## src/plc_pkg.sv

```systemverilog
`default_nettype none
// ----------------------------------------------------------------------------
// plc_pkg
// Shared types and constants for the piecewise linear calibrator.
// ----------------------------------------------------------------------------
package plc_pkg;

	// evaluation sequencer states
	typedef enum logic [3:0] {
		S_IDLE,
		S_LOW,
		S_HIGH,
		S_SCAN,
		S_RA,
		S_RB,
		S_MUL0,
		S_MUL1,
		S_DIV,
		S_SUM,
		S_OUT
	} plc_state_t;

	// item kinds on tuser
	localparam logic FUNC_LOAD = 1'b0;
	localparam logic FUNC_EVAL = 1'b1;

	// result status codes
	localparam logic [1:0] ST_OK   = 2'd0;
	localparam logic [1:0] ST_PASS = 2'd1;
	localparam logic [1:0] ST_SAT  = 2'd2;
	localparam logic [1:0] ST_ZERO = 2'd3;

	// register index decoded from paddr[2]
	localparam logic REG_POINTS_IN_USE = 1'b0;

	// operand widths of the segment arithmetic
	localparam int MAG_W  = 33;
	localparam int PROD_W = 66;
	localparam int QUO_W  = 41;

endpackage
`default_nettype wire

```

## src/plc_div.sv

```systemverilog
`default_nettype none
// ----------------------------------------------------------------------------
// plc_div
// Restoring bit-serial divider, one quotient bit per cycle. Keeps the low
// quotient bits plus a sticky flag for any bit shifted out above them.
// ----------------------------------------------------------------------------
module plc_div (
	input  wire logic                          clk,
	input  wire logic                          arst_n,
	input  wire logic                          start,
	input  wire logic [plc_pkg::PROD_W-1:0]    num,
	input  wire logic [plc_pkg::MAG_W-1:0]     den,
	output logic                               done,
	output logic [plc_pkg::QUO_W-1:0]          quo,
	output logic                               big
);
	import plc_pkg::*;

	localparam int CW = $clog2(PROD_W + 1);

	logic [PROD_W-1:0] num_q;
	logic [MAG_W-1:0]  den_q;
	logic [MAG_W-1:0]  rem_q;
	logic [QUO_W-1:0]  quo_q;
	logic              big_q;
	logic [CW-1:0]     cnt_q;
	logic              done_q;
	logic [MAG_W:0]    rem_sh;
	logic              fits;

	assign rem_sh = {rem_q, num_q[PROD_W-1]};
	assign fits   = rem_sh >= {1'b0, den_q};

	always_ff @(posedge clk or negedge arst_n) begin
		if (!arst_n) begin
			cnt_q  <= '0;
			done_q <= 1'b0;
		end else begin
			done_q <= 1'b0;
			if (start) begin
				cnt_q <= CW'(PROD_W);
			end else if (cnt_q != '0) begin
				cnt_q <= cnt_q - CW'(1);
				if (cnt_q == CW'(1)) begin
					done_q <= 1'b1;
				end
			end
		end
	end

	always_ff @(posedge clk) begin
		if (start) begin
			num_q <= num;
			den_q <= den;
			rem_q <= '0;
			quo_q <= '0;
			big_q <= 1'b0;
		end else if (cnt_q != '0) begin
			num_q <= {num_q[PROD_W-2:0], 1'b0};
			rem_q <= fits ? MAG_W'(rem_sh - {1'b0, den_q}) : rem_sh[MAG_W-1:0];
			quo_q <= {quo_q[QUO_W-2:0], fits};
			big_q <= big_q | quo_q[QUO_W-1];
		end
	end

	assign done = done_q;
	assign quo  = quo_q;
	assign big  = big_q;

endmodule
`default_nettype wire

```

## config.mk

```make
export PLATFORM = sky130hd
export DESIGN_NAME = plc_div
export DESIGN_NICKNAME = d
export VERILOG_FILES = /design/src/plc_pkg.sv /design/src/plc_div.sv
export SDC_FILE = /design/constraint.sdc
export NUM_CORES = 1
export LEC_CHECK = 0
export ABC_AREA = 1
export BUFFER_PORTS_ARGS = -buffer_cell sky130_fd_sc_hd__buf_2
export CAP_MARGIN = 20
export CORE_ASPECT_RATIO = 1.5
export CORE_MARGIN = 2
export CORE_UTILIZATION = 55
export DETAILED_ROUTE_END_ITERATION = 16
export PLACE_DENSITY = 0.82
export SLEW_MARGIN = 20
export SYNTH_ARGS = -nofsm -noshare
export SYNTH_HDL_FRONTEND = slang
export SYNTH_SLANG_ARGS = --single-unit
```

## constraint.sdc

```tcl
create_clock -name clk -period 10 [get_ports clk]
set_clock_uncertainty 0.15 [all_clocks]
set_input_delay 0 -clock clk [delete_from_list [all_inputs] [get_ports clk]]
set_output_delay 0 -clock clk [all_outputs]
set_load 0.02 [all_outputs]
```

# [Word level (Yosys, flattened, before mapping)]
# Cells that the tools add are included.
[word_totals] word_cells=22 regBits=182 out_inout_bits=43
[op_classes] n_reduce_logical=2 bitwise=1 add_sub_neg=2 order_cmp=1 n_eq_ne=1 muxes=8
[ops] op="66-bit two-way mux" count=2
[ops] op="34-bit by 33-bit greater-or-equal comparator with 1-bit output" count=1
[ops] op="33-bit two-way mux" count=1
[ops] op="33-bit subtractor" count=1
[ops] op="7-bit two-way mux" count=2
[ops] op="7-bit by 1-bit equality test with 1-bit output, second input constant" count=1
[ops] op="7-bit nonzero test" count=1
[ops] op="7-bit by 1-bit subtractor with 7-bit output, second input constant" count=1
[ops] op="1-bit two-way mux" count=3
[ops] op="2-bit nonzero test" count=1
[ops] op="1-bit bitwise OR" count=1

# [Depth between registers and ports, before layout]
# Gate-level depths: netlist of run 1.
[logic_depth] word_depth=4 mapped_depth=17 mapped_depth_nobuf=16

# [Worst setup path after synthesis of run 1]
# OpenSTA, ideal clock, no wires.
[synth_timing] path_type="reg2reg" start="reg cnt_q[0]" end="reg num_q[0] (enable)" path_stages_with_launch=8 arrival_time_ns=2.382 setup_slack_ns=6.754 n_path_buf=2 setup_time_ns=0.714 cell_sequence="dfrtp_1 inv_1 ha_1 nand2_1 nor2_1 buf_2 buf_4 nand2_1"
[synth_via] elab_chain_cells=2
[synth_rtl] item="start: declaration" line="plc_div.sv:26" text="logic [CW-1:0] cnt_q;"
[synth_rtl] item="start signal: assignment" line="plc_div.sv:41" text="cnt_q <= CW'(PROD_W);"
[synth_rtl] item="start signal: assignment" line="plc_div.sv:43" text="cnt_q <= cnt_q - CW'(1);"
[synth_rtl] item="7-bit nonzero test" line="plc_div.sv:58" text="end else if (cnt_q != '0) begin"
[synth_rtl] item="2-bit nonzero test (no source line)"
[synth_rtl] item="end signal: assignment" line="plc_div.sv:53" text="num_q <= num;"
[synth_rtl] item="end signal: assignment" line="plc_div.sv:59" text="num_q <= {num_q[PROD_W-2:0], 1'b0};"
[synth_rtl] item="end: declaration" line="plc_div.sv:21" text="logic [PROD_W-1:0] num_q;"
# Every way passes these cells.
# A chain may end at the register's enable or synchronous reset.

# [Worst setup path in the final report of run 1]
[layout_timing] start="reg num_q[65]" end="reg rem_q[18]"
[layout_via] elab_chain_cells=2 elab_cells_between_ends=3
[layout_rtl] item="33-bit subtractor or 34-bit by 33-bit greater-or-equal comparator with 1-bit output (tied branches)" line="plc_div.sv:60, plc_div.sv:32"
[layout_rtl] item="33-bit two-way mux (*)" line="plc_div.sv:60" text="rem_q <= fits ? MAG_W'(rem_sh - {1'b0, den_q}) : rem_sh[MAG_W-1:0];"
[layout_rtl] item="end signal: assignment" line="plc_div.sv:60"
[layout_rtl] item="end: declaration" line="plc_div.sv:23" text="logic [MAG_W-1:0] rem_q;"
# Every way passes the cells marked *; elsewhere a longest branch is shown, timed or not.

==> results of run 1 <==
-- metal layers --
metal  GRT usage [%]  part of all wire (%)
met5               0                     0
met4           12.73                   4.1
met1           34.94                    36
met2           57.72                    53
met3           4.596                   6.0
-- cell usage in the layout (no fill, tap or decap), drive strengths merged --
master         n
nand2        447
nor2         193
inv          160
buf          150
dlygate4sd3  102
edfxtp        99
dfxtp         75
nand3         74
o21ai         64
a21oi         37
ha            35
nand4         27
clkbuf        17
nor3          13
xor2          10
dfrtp          8
o21bai         7
nand3b         7
clkinv         5
diode          2
a21boi         2
nor4           1
o211ai         1
or2            1
xnor2          1
a21o           1
fa             1
-- sequential cells by signal, summed over array words and instances, names as in the netlist --
register,cells
big,1
num_q,66
den_q,33
cnt_q,7
rem_q,33
done,1
quo,41
-- what timing repair did --
action | in CTS | in global routing
hold buffers | 102 | 0
endpoints found under the setup margin | 0 | 0
endpoints found under the hold margin | 128 | 0
-- worst max-delay path, cell delays in order, from the launching register on --
cell and delay (ps):
edfxtp_1 380, inv_1 70, ha_1 130, inv_1 70, fa_1 440, nand3_1 140
nand3_2 120, nand2_1 120, nand2_2 70, nand2_2 400, nand2_4 310, nand2_2 390
nor2_1 70, nor2_1 120, nor2_1 50
-- through the flow --
stage / worst slack [ps] / cells
5_1_grt: 6482 / 1753
4_1_cts: 6810 / 1751
3_5_place_dp: 6835 / 1617
6_report: 6793 / 1753
3_3_place_gp: 6937 / 1617
2_1_floorplan: 6754 / 1303
-- power by group --
| group | total [mW] | switching [mW] | internal, mW |
|---|---|---|---|
| clock | 0.706 | 0.358 | 0.347 |
| sequential | 0.976 | 0.0735 | 0.902 |
| combinational | 1.02 | 0.670 | 0.354 |
-- final cells by class --
cell class / count / share of cell area, %
antenna: 2 / 0.04076
clock buffer: 17 / 3.465
clock inverter: 15 / 1.559
inverter: 150 / 4.596
multi-input combinational: 922 / 35.52
sequential: 182 / 38.07
tap: 213 / 2.171
timing repair buffer: 252 / 14.57
-- final timing paths --
kind                           start  depth (start not counted)   endpoint
setup / recovery           num_q[65]                         14  rem_q[18]
hold / removal               den[12]                          2  den_q[12]
setup reg to reg           num_q[65]                         14  rem_q[18]
hold reg to reg                  big                          2        big
max in group asynchronous     arst_n                          3   cnt_q[2]
min in group asynchronous     arst_n                          3   cnt_q[0]
-- cells by family (layout without fill, tap and decap cells) --
logic type / after synthesis / in the layout
compound gates: 112 / 112
xor+xnor: 11 / 11
fa+ha+maj: 36 / 36
buf+inv: 199 / 434
flops: 182 / 182
other cells: 0 / 2
simple gates: 763 / 763
==> impl_metrics.csv, run 1 <==
group,metric,value,unit
run_status,status,"complete, but fails checks",
run_status,violations,"design-rule violations",
cts,clk_latency,430,ps
die,dieHeight,167.5,µm
synthesis,syn_area,9804,µm²
layout,seq_area,4674,µm²
sta,finalMaxSlewViolations,0,
layout,postLayoutCoreUtil,70.48,%
synthesis,synth-async-reset-ratio,4.396,%
synthesis,ys_ff_latch,182,
synthesis,synth_cell_type_count,37,
synthesis,ys_warn_count,0,
synthesis,synth_top_area_cell,"edfxtp_1",
synthesis,avgSynthCellArea,7.524,µm²
cts,cts_max_path_buffers,2,
die,start_util,56.28,%
cts,clock-sinks,182,
sta,max_slew_margin,31.22,%
cts,numCtsBuffers,17,
synthesis,muxShareOfSynthArea,0,%
place,dp_hpwl,17.78,mm
layout,drive_above_1_share,14.89,%
cts,h-tree-depth,4,
global_routing,grt_first_pass_wirelength,46.72,mm
pwr,p_leak,6.379,nW
die,dieArea,18930,µm²
pwr,cellPowerDensity,220.4,nW/µm²
synthesis,synth_area_leaders,"edfxtp_1 (30%), nand2_1 (17%), dfxtp_1 (15%), nor2_1 (6.9%), inv_1 (5.4%)",
drt,drtIter0Drc,679,
die,ios,145,
layout,multiInputGateArea,4362,µm²
place,place_area,10640,µm²
synthesis,synthSimpleGateAreaFrac,32.62,%
synthesis,synth-seq-area-share,47.68,%
global_routing,grt_pass1_vias,9525,
place,port_buffers,144,
place,gp_congestion,0.9998,
synthesis,synthAdderAreaFrac,4.671,%
drt,wl_per_cell,16.68,µm
layout,fillCellCount,1309,
cts,post-cts-setup-buffer-count,0,
sta,finalCriticalPeriod,3207,ps
critical_path,worstSetupEndpointType,"flip-flop",
synthesis,synth_top_family_by_area,"simple AND/OR/NAND/NOR gates",
critical_path,reg2reg_slack,6790,ps
synthesis,synth-compound-area-share,6.113,%
critical_path,cp_max_fo,23,
drt,avgViaCountPerCell,5.434,
sta,rsz0062_at_grt,"false",
synthesis,synth.net_count,1441,
sta,hold_viol,0,
die,core,17420,µm²
cts,cts-root-buf,"clkbuf_16",
layout,areaGrowthSynthToFinish,25.23,%
die,die_x,113.0,µm
sta,holdWs,123.0,ps
job,maxCapViolCount,0,
global_routing,grt_max_degree,100,
synthesis,synthXorXnorAreaFrac,0.9826,%
global_routing,grt_overflow,0,
layout,fin_area,12280,µm²
synthesis,synth_ff_type,"edfxtp_1",
synthesis,synth_edf_count,99,
layout,nNetsFinal,1663,
cts,post_cts_resize_count,0,
critical_path,start_kind,"flip-flop",
synthesis,synthCells,1303,
synthesis,yosysMostFrequentCell,"nand2_1",
drt,drt-total-wl,29.24,mm
drt,antenna_left,0,
sta,finalCritPeriodShare,32.07,%
pwr,max-vdd-ir-drop,0.1480,mV
sta,worst_pin_slew,1032,ps
global_routing,grtUsageTotal,31.01,%
pwr,power,2.706,mW
global_routing,antenna_found_initial,2,
sta,fmax,311.8,MHz
min_path,hold_path.class,"in2reg",
synthesis,synth_top_area_share,30.32,%
cts,clkSlewWorstSetupHoldPaths,80,ps
critical_path,path_class,"reg2reg",
die,fp-row-count,59,
drt,route.detailed.drc,2,
critical_path,cp.arrival,3330,ps
synthesis,yosys-top-cells-count,"nand2_1 (437), nor2_1 (179), inv_1 (140)",
drt,via_count,9525,
critical_path,required,10130,ps
cts,cts_tree,"built",
sta,finalSetupTns,0,ps
drt,drt-pass1-iter-count,12,
sta,setup_viol,0,
Note: power is estimated with default switching activity, not from simulation.
==> run 2: changes to the inputs <==
==> constraint.sdc (replaced) <==
create_clock -name clk -period 3.16 [get_ports clk]
set_clock_uncertainty 0.15 [all_clocks]
set_input_delay 0 -clock clk [delete_from_list [all_inputs] [get_ports clk]]
set_output_delay 0 -clock clk [all_outputs]
set_load 0.02 [all_outputs]
==> run 2 against run 1 <==
The flow still finishes with violations (design-rule violations). Critical endpoint is now rem_q[32]. Register-to-register slack lost 6500 ps. Die area is the same. Critical path depth shrank 2. Non-clock buffer count grew 4.
==> impl_metrics.csv, run 2 (same netlist as run 1, synthesis figures left out) <==
group,metric,value,unit
place,port_buffers,144,
die,dieHeight,167.5,µm
die,dieArea,18930,µm²
die,fp-row-count,59,
sta,finalMaxSlewViolations,0,
cts,hold_buffers,102,
min_path,min_to,"den_q[7]",
sta,worst_pin_slew,872.3,ps
global_routing,grtUsageTotal,30.71,%
place,place_area,10670,µm²
drt,drt-total-wl,29.29,mm
layout,largest_reg_flops,66,
critical_path,reg2reg_depth,12,
cts,clkSlewWorstSetupHoldPaths,80,ps
critical_path,start_kind,"flip-flop",
layout,nNetsFinal,1667,
pwr,p_leak,6.396,nW
drt,wl_per_cell,16.67,µm
drt,route.detailed.drc,2,
global_routing,grt_overflow,0,
global_routing,antenna_found_initial,2,
die,core,17420,µm²
min_path,hp-start,"den[7]",
cts,numCtsBuffers,17,
critical_path,cp.arrival,3080,ps
critical_path,path_class,"reg2reg",
sta,finalCriticalPeriod,2902,ps
critical_path,path_cells,"inv_1, ha_1, inv_1, fa_1, nand3_1, nand3_2, nand2_1, nand2_2, nand2_2, nand3_1, o21ai_0, nor2_1",
sta,hold_viol,0,
sta,finalCritPeriodShare,91.83,%
layout,drive_above_1_share,15.11,%
critical_path,crit-reg2reg-launch,"num_q[65]",
run_status,violations,"design-rule violations",
die,die_x,113.0,µm
critical_path,worstSetupEndpointType,"flip-flop",
drt,drtIter0Drc,706,
cts,post_cts_resize_count,0,
cts,cts_tree,"built",
die,start_util,56.28,%
sta,setup_viol,0,
drt,antenna_left,0,
critical_path,cp_slowest_cell,"nand3_1",
sta,fmax,344.6,MHz
global_routing,grt_first_pass_wirelength,46.30,mm
pwr,power,8.552,mW
global_routing,grt_pass1_vias,9492,
layout,areaGrowthSynthToFinish,25.57,%
place,dp_hpwl,17.81,mm
die,ios,145,
drt,drt-pass1-iter-count,11,
cts,cts-root-buf,"clkbuf_16",
job,maxCapViolCount,0,
run_status,status,"complete, but fails checks",
cts,h-tree-depth,4,
drt,avgViaCountPerCell,5.430,
sta,rsz0062_at_grt,"false",
pwr,cellPowerDensity,694.6,nW/µm²
layout,fin_area,12310,µm²
critical_path,cp_max_fo,12,
cts,clock-sinks,182,
critical_path,rr_endpoint,"rem_q[32]",
cts,clk_latency,450,ps
cts,cts_max_path_buffers,2,
critical_path,required,3340,ps
global_routing,grt_max_degree,73,
layout,final_common_cell,"nand2_1",
sta,max_slew_margin,41.85,%
min_path,hold_path_depth,2,
drt,via_count,9541,
min_path,hold_path.class,"in2reg",
layout,largest_register,"num_q",
critical_path,reg2reg_slack,260,ps
layout,final_cell_mix,"nand2_1 (436), nor2_1 (178), buf_2 (143), inv_1 (139), dlygate4sd3_1 (102)",
critical_path,slowest_delay,480,ps
place,gp_congestion,0.9919,
pwr,max-vdd-ir-drop,0.4275,mV
sta,finalSetupTns,0,ps
cts,post-cts-setup-buffer-count,0,
-- run 2: layer usage --
layer  wire length [µm]  up-vias  global-route usage (%)
met5                  0        -                       0
met4               1462        0                   16.01
met3               1769      106                   4.850
met2              15610      443                   56.73
met1              10440     4386                   33.23
li1                   -     4606                       -
-- run 2: worst max-delay path: cells and delay by family (launching register included) --
family | cells | cell delay (ps)
and+or+nand+nor | 7 | 1210
adders and majority gates | 2 | 570
DFF | 1 | 390
AOI/OAI and AO/OA | 1 | 340
buffers and inverters | 2 | 140
-- run 2: worst max-delay path by stage --
stage / startpoint / end / slack, ps / cells after the start
after floorplan: cnt_q[0] / num_q[0] / 600 / 7
after global placement: num_q[65] / rem_q[25] / 420 / 12
after detailed placement: num_q[65] / rem_q[22] / 290 / 12
after CTS: num_q[65] / rem_q[17] / 310 / 14
after global routing: num_q[65] / rem_q[32] / 130 / 12
final: num_q[65] / rem_q[32] / 260 / 12
-- run 2: where the power goes --
part,switching (mW),leakage [nW],total [mW],internal [mW]
logic,2.12,4.33,3.25,1.12
clock network,1.10,0.301,2.22,1.12
registers,0.232,1.76,3.09,2.86
-- run 2: per-stage QoR --
stage	hold WS (ps)	setup WS (ps)	util [%]	std cells
finish	118.5	258.1	70.67	1757
floorplan	-445.6	600.5	-	1303
global placement	-300.1	419.7	61.22	1621
CTS	104.5	311.4	70.64	1755
detailed placement	-297.1	294.7	61.22	1621
global route	124.8	125.2	70.67	1757
-- run 2: final cells by class --
cell class / count / area [µm²]
Antenna cell: 2 / 5.005
Timing Repair Buffer: 256 / 1819
Clock inverter: 14 / 170.2
Tap cell: 213 / 266.5
Inverter: 150 / 564.3
Sequential cell: 182 / 4674
Clock buffer: 18 / 450.4
Fill cell: 1290 / 5110
Multi-Input combinational cell: 922 / 4362
==> run 3: changes to the inputs <==
--- a/config.mk
+++ b/config.mk
@@ -11,6 +11,7 @@
 export CORE_ASPECT_RATIO = 1.5
 export CORE_MARGIN = 2
 export CORE_UTILIZATION = 55
+export CTS_CLUSTER_DIAMETER = 80
 export DETAILED_ROUTE_END_ITERATION = 16
 export PLACE_DENSITY = 0.82
 export SLEW_MARGIN = 20
==> constraint.sdc (replaced) <==
create_clock -name clk -period 3 [get_ports clk]
set_clock_uncertainty 0.15 [all_clocks]
set_input_delay 0 -clock clk [delete_from_list [all_inputs] [get_ports clk]]
set_output_delay 0 -clock clk [all_outputs]
set_load 0.02 [all_outputs]
==> run 3 against run 2 <==
The flow still finishes with violations (design-rule violations). Register-to-register slack got worse by 20 ps. Design area increased by 0.20%. Wire length increased by 0.87%. Largest power group unchanged.
==> impl_metrics.csv, run 3 (same netlist as run 1, synthesis figures left out) <==
group,metric,value,unit
critical_path,critPathTopFamily,"simple AND/OR/NAND/NOR gates",
cts,h-tree-depth,4,
critical_path,path_class,"reg2reg",
die,start_util,56.28,%
job,maxCapViolCount,0,
pwr,p_int,5.392,mW
pwr,pwr-share-seq,36.0,%
sta,finalCriticalPeriod,2762,ps
pwr,p_clk_share,25.9,%
sta,setup_viol,0,
pwr,max-vdd-ir-drop,0.5007,mV
critical_path,path_buf_inv,2,
drt,drt-pass1-iter-count,13,
sta,finalSetupTns,0,ps
critical_path,slowest_delay,430,ps
cts,cts-root-buf,"clkbuf_16",
critical_path,path_cells,"inv_1, ha_1, inv_1, fa_1, nand3_1, nand3_2, nand2_1, nand2_2, nand2_2, nand2_4, nand2_4, nor2_2, nor2_1, nor2_1",
sta,finalMaxSlewViolations,0,
drt,drtIter0Drc,715,
critical_path,rr_endpoint,"rem_q[23]",
cts,clock-sinks,182,
critical_path,required,3160,ps
global_routing,grt_pass1_vias,9654,
die,die_x,113.0,µm
global_routing,grt_max_degree,75,
die,dieArea,18930,µm²
layout,areaGrowthSynthToFinish,25.83,%
sta,rsz0062_at_grt,"false",
layout,drive_above_1_share,15.34,%
pwr,combPwrFrac,38.1,%
place,dp_hpwl,17.82,mm
critical_path,crit_end,"rem_q[23]",
global_routing,antenna_found_initial,0,
drt,antenna_left,0,
drt,wl_per_cell,16.81,µm
place,port_buffers,144,
die,dieHeight,167.5,µm
global_routing,grt_overflow,0,
critical_path,reg2reg_slack,240,ps
sta,max_slew_margin,43.53,%
die,ios,145,
pwr,cellPowerDensity,735.6,nW/µm²
cts,cts_tree,"built",
layout,largest_reg_flops,66,
layout,largest_register,"num_q",
cts,numCtsBuffers,17,
cts,clkSlewWorstSetupHoldPaths,80,ps
critical_path,startpoint,"num_q[65]",
sta,fmax,362.1,MHz
critical_path,cp_max_fo,23,
critical_path,cp.depth,14,
critical_path,start_kind,"flip-flop",
critical_path,worstSetupEndpointType,"flip-flop",
critical_path,cp.arrival,2920,ps
place,gp_congestion,1.018,
sta,hold_viol,0,
drt,via_count,9652,
pwr,switching_share,40.59,%
sta,finalCritPeriodShare,92.07,%
critical_path,crit-reg2reg-launch,"num_q[65]",
critical_path,reg2reg_depth,14,
drt,avgViaCountPerCell,5.490,
layout,fillCellCount,1298,
sta,worst_pin_slew,847.1,ps
die,core,17420,µm²
drt,drt-total-wl,29.55,mm
layout,final_cell_mix,"nand2_1 (436), nor2_1 (178), buf_2 (143), inv_1 (139), dlygate4sd3_1 (102)",
cts,cts_max_path_buffers,2,
sta,holdWs,125.5,ps
layout,antenna_cells,0,
die,fp-row-count,59,
layout,nNetsFinal,1670,
cts,clk_latency,430,ps
pwr,p_leak,6.418,nW
layout,final_common_cell,"nand2_1",
run_status,violations,"design-rule violations",
run_status,status,"complete, but fails checks",
global_routing,grt_first_pass_wirelength,47.11,mm
min_path,hold_path.class,"in2reg",
cts,post-cts-setup-buffer-count,0,
global_routing,grtUsageTotal,31.18,%
drt,route.detailed.drc,2,
critical_path,cp_slowest_cell,"fa_1",
pwr,p_switching,3.683,mW
run 3: cell types whose count changed in the layout (fill, tap and decap cells not counted), sizes merged:
cell / delta
clkinv: -2
diode: -2
inv: +2
buf: +3
run 3: routing by layer:
layer  part of all wire [%]  track usage [%]  up-vias  routed length, µm
met5                      0                0        -                  0
met4                    5.1            15.75        0               1512
met3                    6.2            5.031      111               1818
met2                     53            56.91      475              15540
met1                     36            34.53     4458              10680
li1                       -                -     4608                  -
run 3: worst min path at each step:
stage,end,cells after the start,startpoint,slack (ps)
3_5_place_dp,done,1,arst_n,-290
2_1_floorplan,cnt_q[0],0,arst_n,-450
3_3_place_gp,cnt_q[0],1,arst_n,-300
6_report,den_q[10],2,den[10],130
4_1_cts,den_q[8],2,den[8],120
5_1_grt,den_q[10],2,den[10],130
run 3: power groups by stage:
stage	Combinational [mW]	Sequential, mW	Clock, mW
detailed placement	3.23	3.29	0
global placement	3.20	3.28	0
floorplan	2.42	3.26	0
finish	3.46	3.27	2.35
CTS	3.36	3.24	2.33
global route	3.86	3.30	2.44
run 3: what timing repair did:
action | in CTS | in global routing
hold endpoints to repair | 131 | 0
resized for setup | 0 | 2
hold buffers | 102 | 0
setup endpoints to repair | 0 | 6
run 3: layout make-up:
cell class / count / area [µm²] / area share (%)
clock buffers: 18 / 450.4 / 3.651
inverters: 150 / 564.3 / 4.574
flip-flops and latches: 182 / 4674 / 37.89
well taps: 213 / 266.5 / 2.160
clock inverters: 14 / 167.7 / 1.359
multi-input cells: 922 / 4372 / 35.44
repair buffers: 259 / 1842 / 14.93
run 3: through the flow:
stage | utilization, % | total power [mW] | std cells | instance area, µm² | setup WS, ps
floorplan | - | 5.675 | 1303 | 9807 | 440.5
global placement | 61.35 | 6.477 | 1624 | 10690 | 305.2
detailed placement | 61.35 | 6.518 | 1624 | 10690 | 223.1
CTS | 70.76 | 8.931 | 1758 | 12330 | 194.0
global route | 70.81 | 9.600 | 1758 | 12340 | 44.28
finish | 70.81 | 9.075 | 1758 | 12340 | 238.0
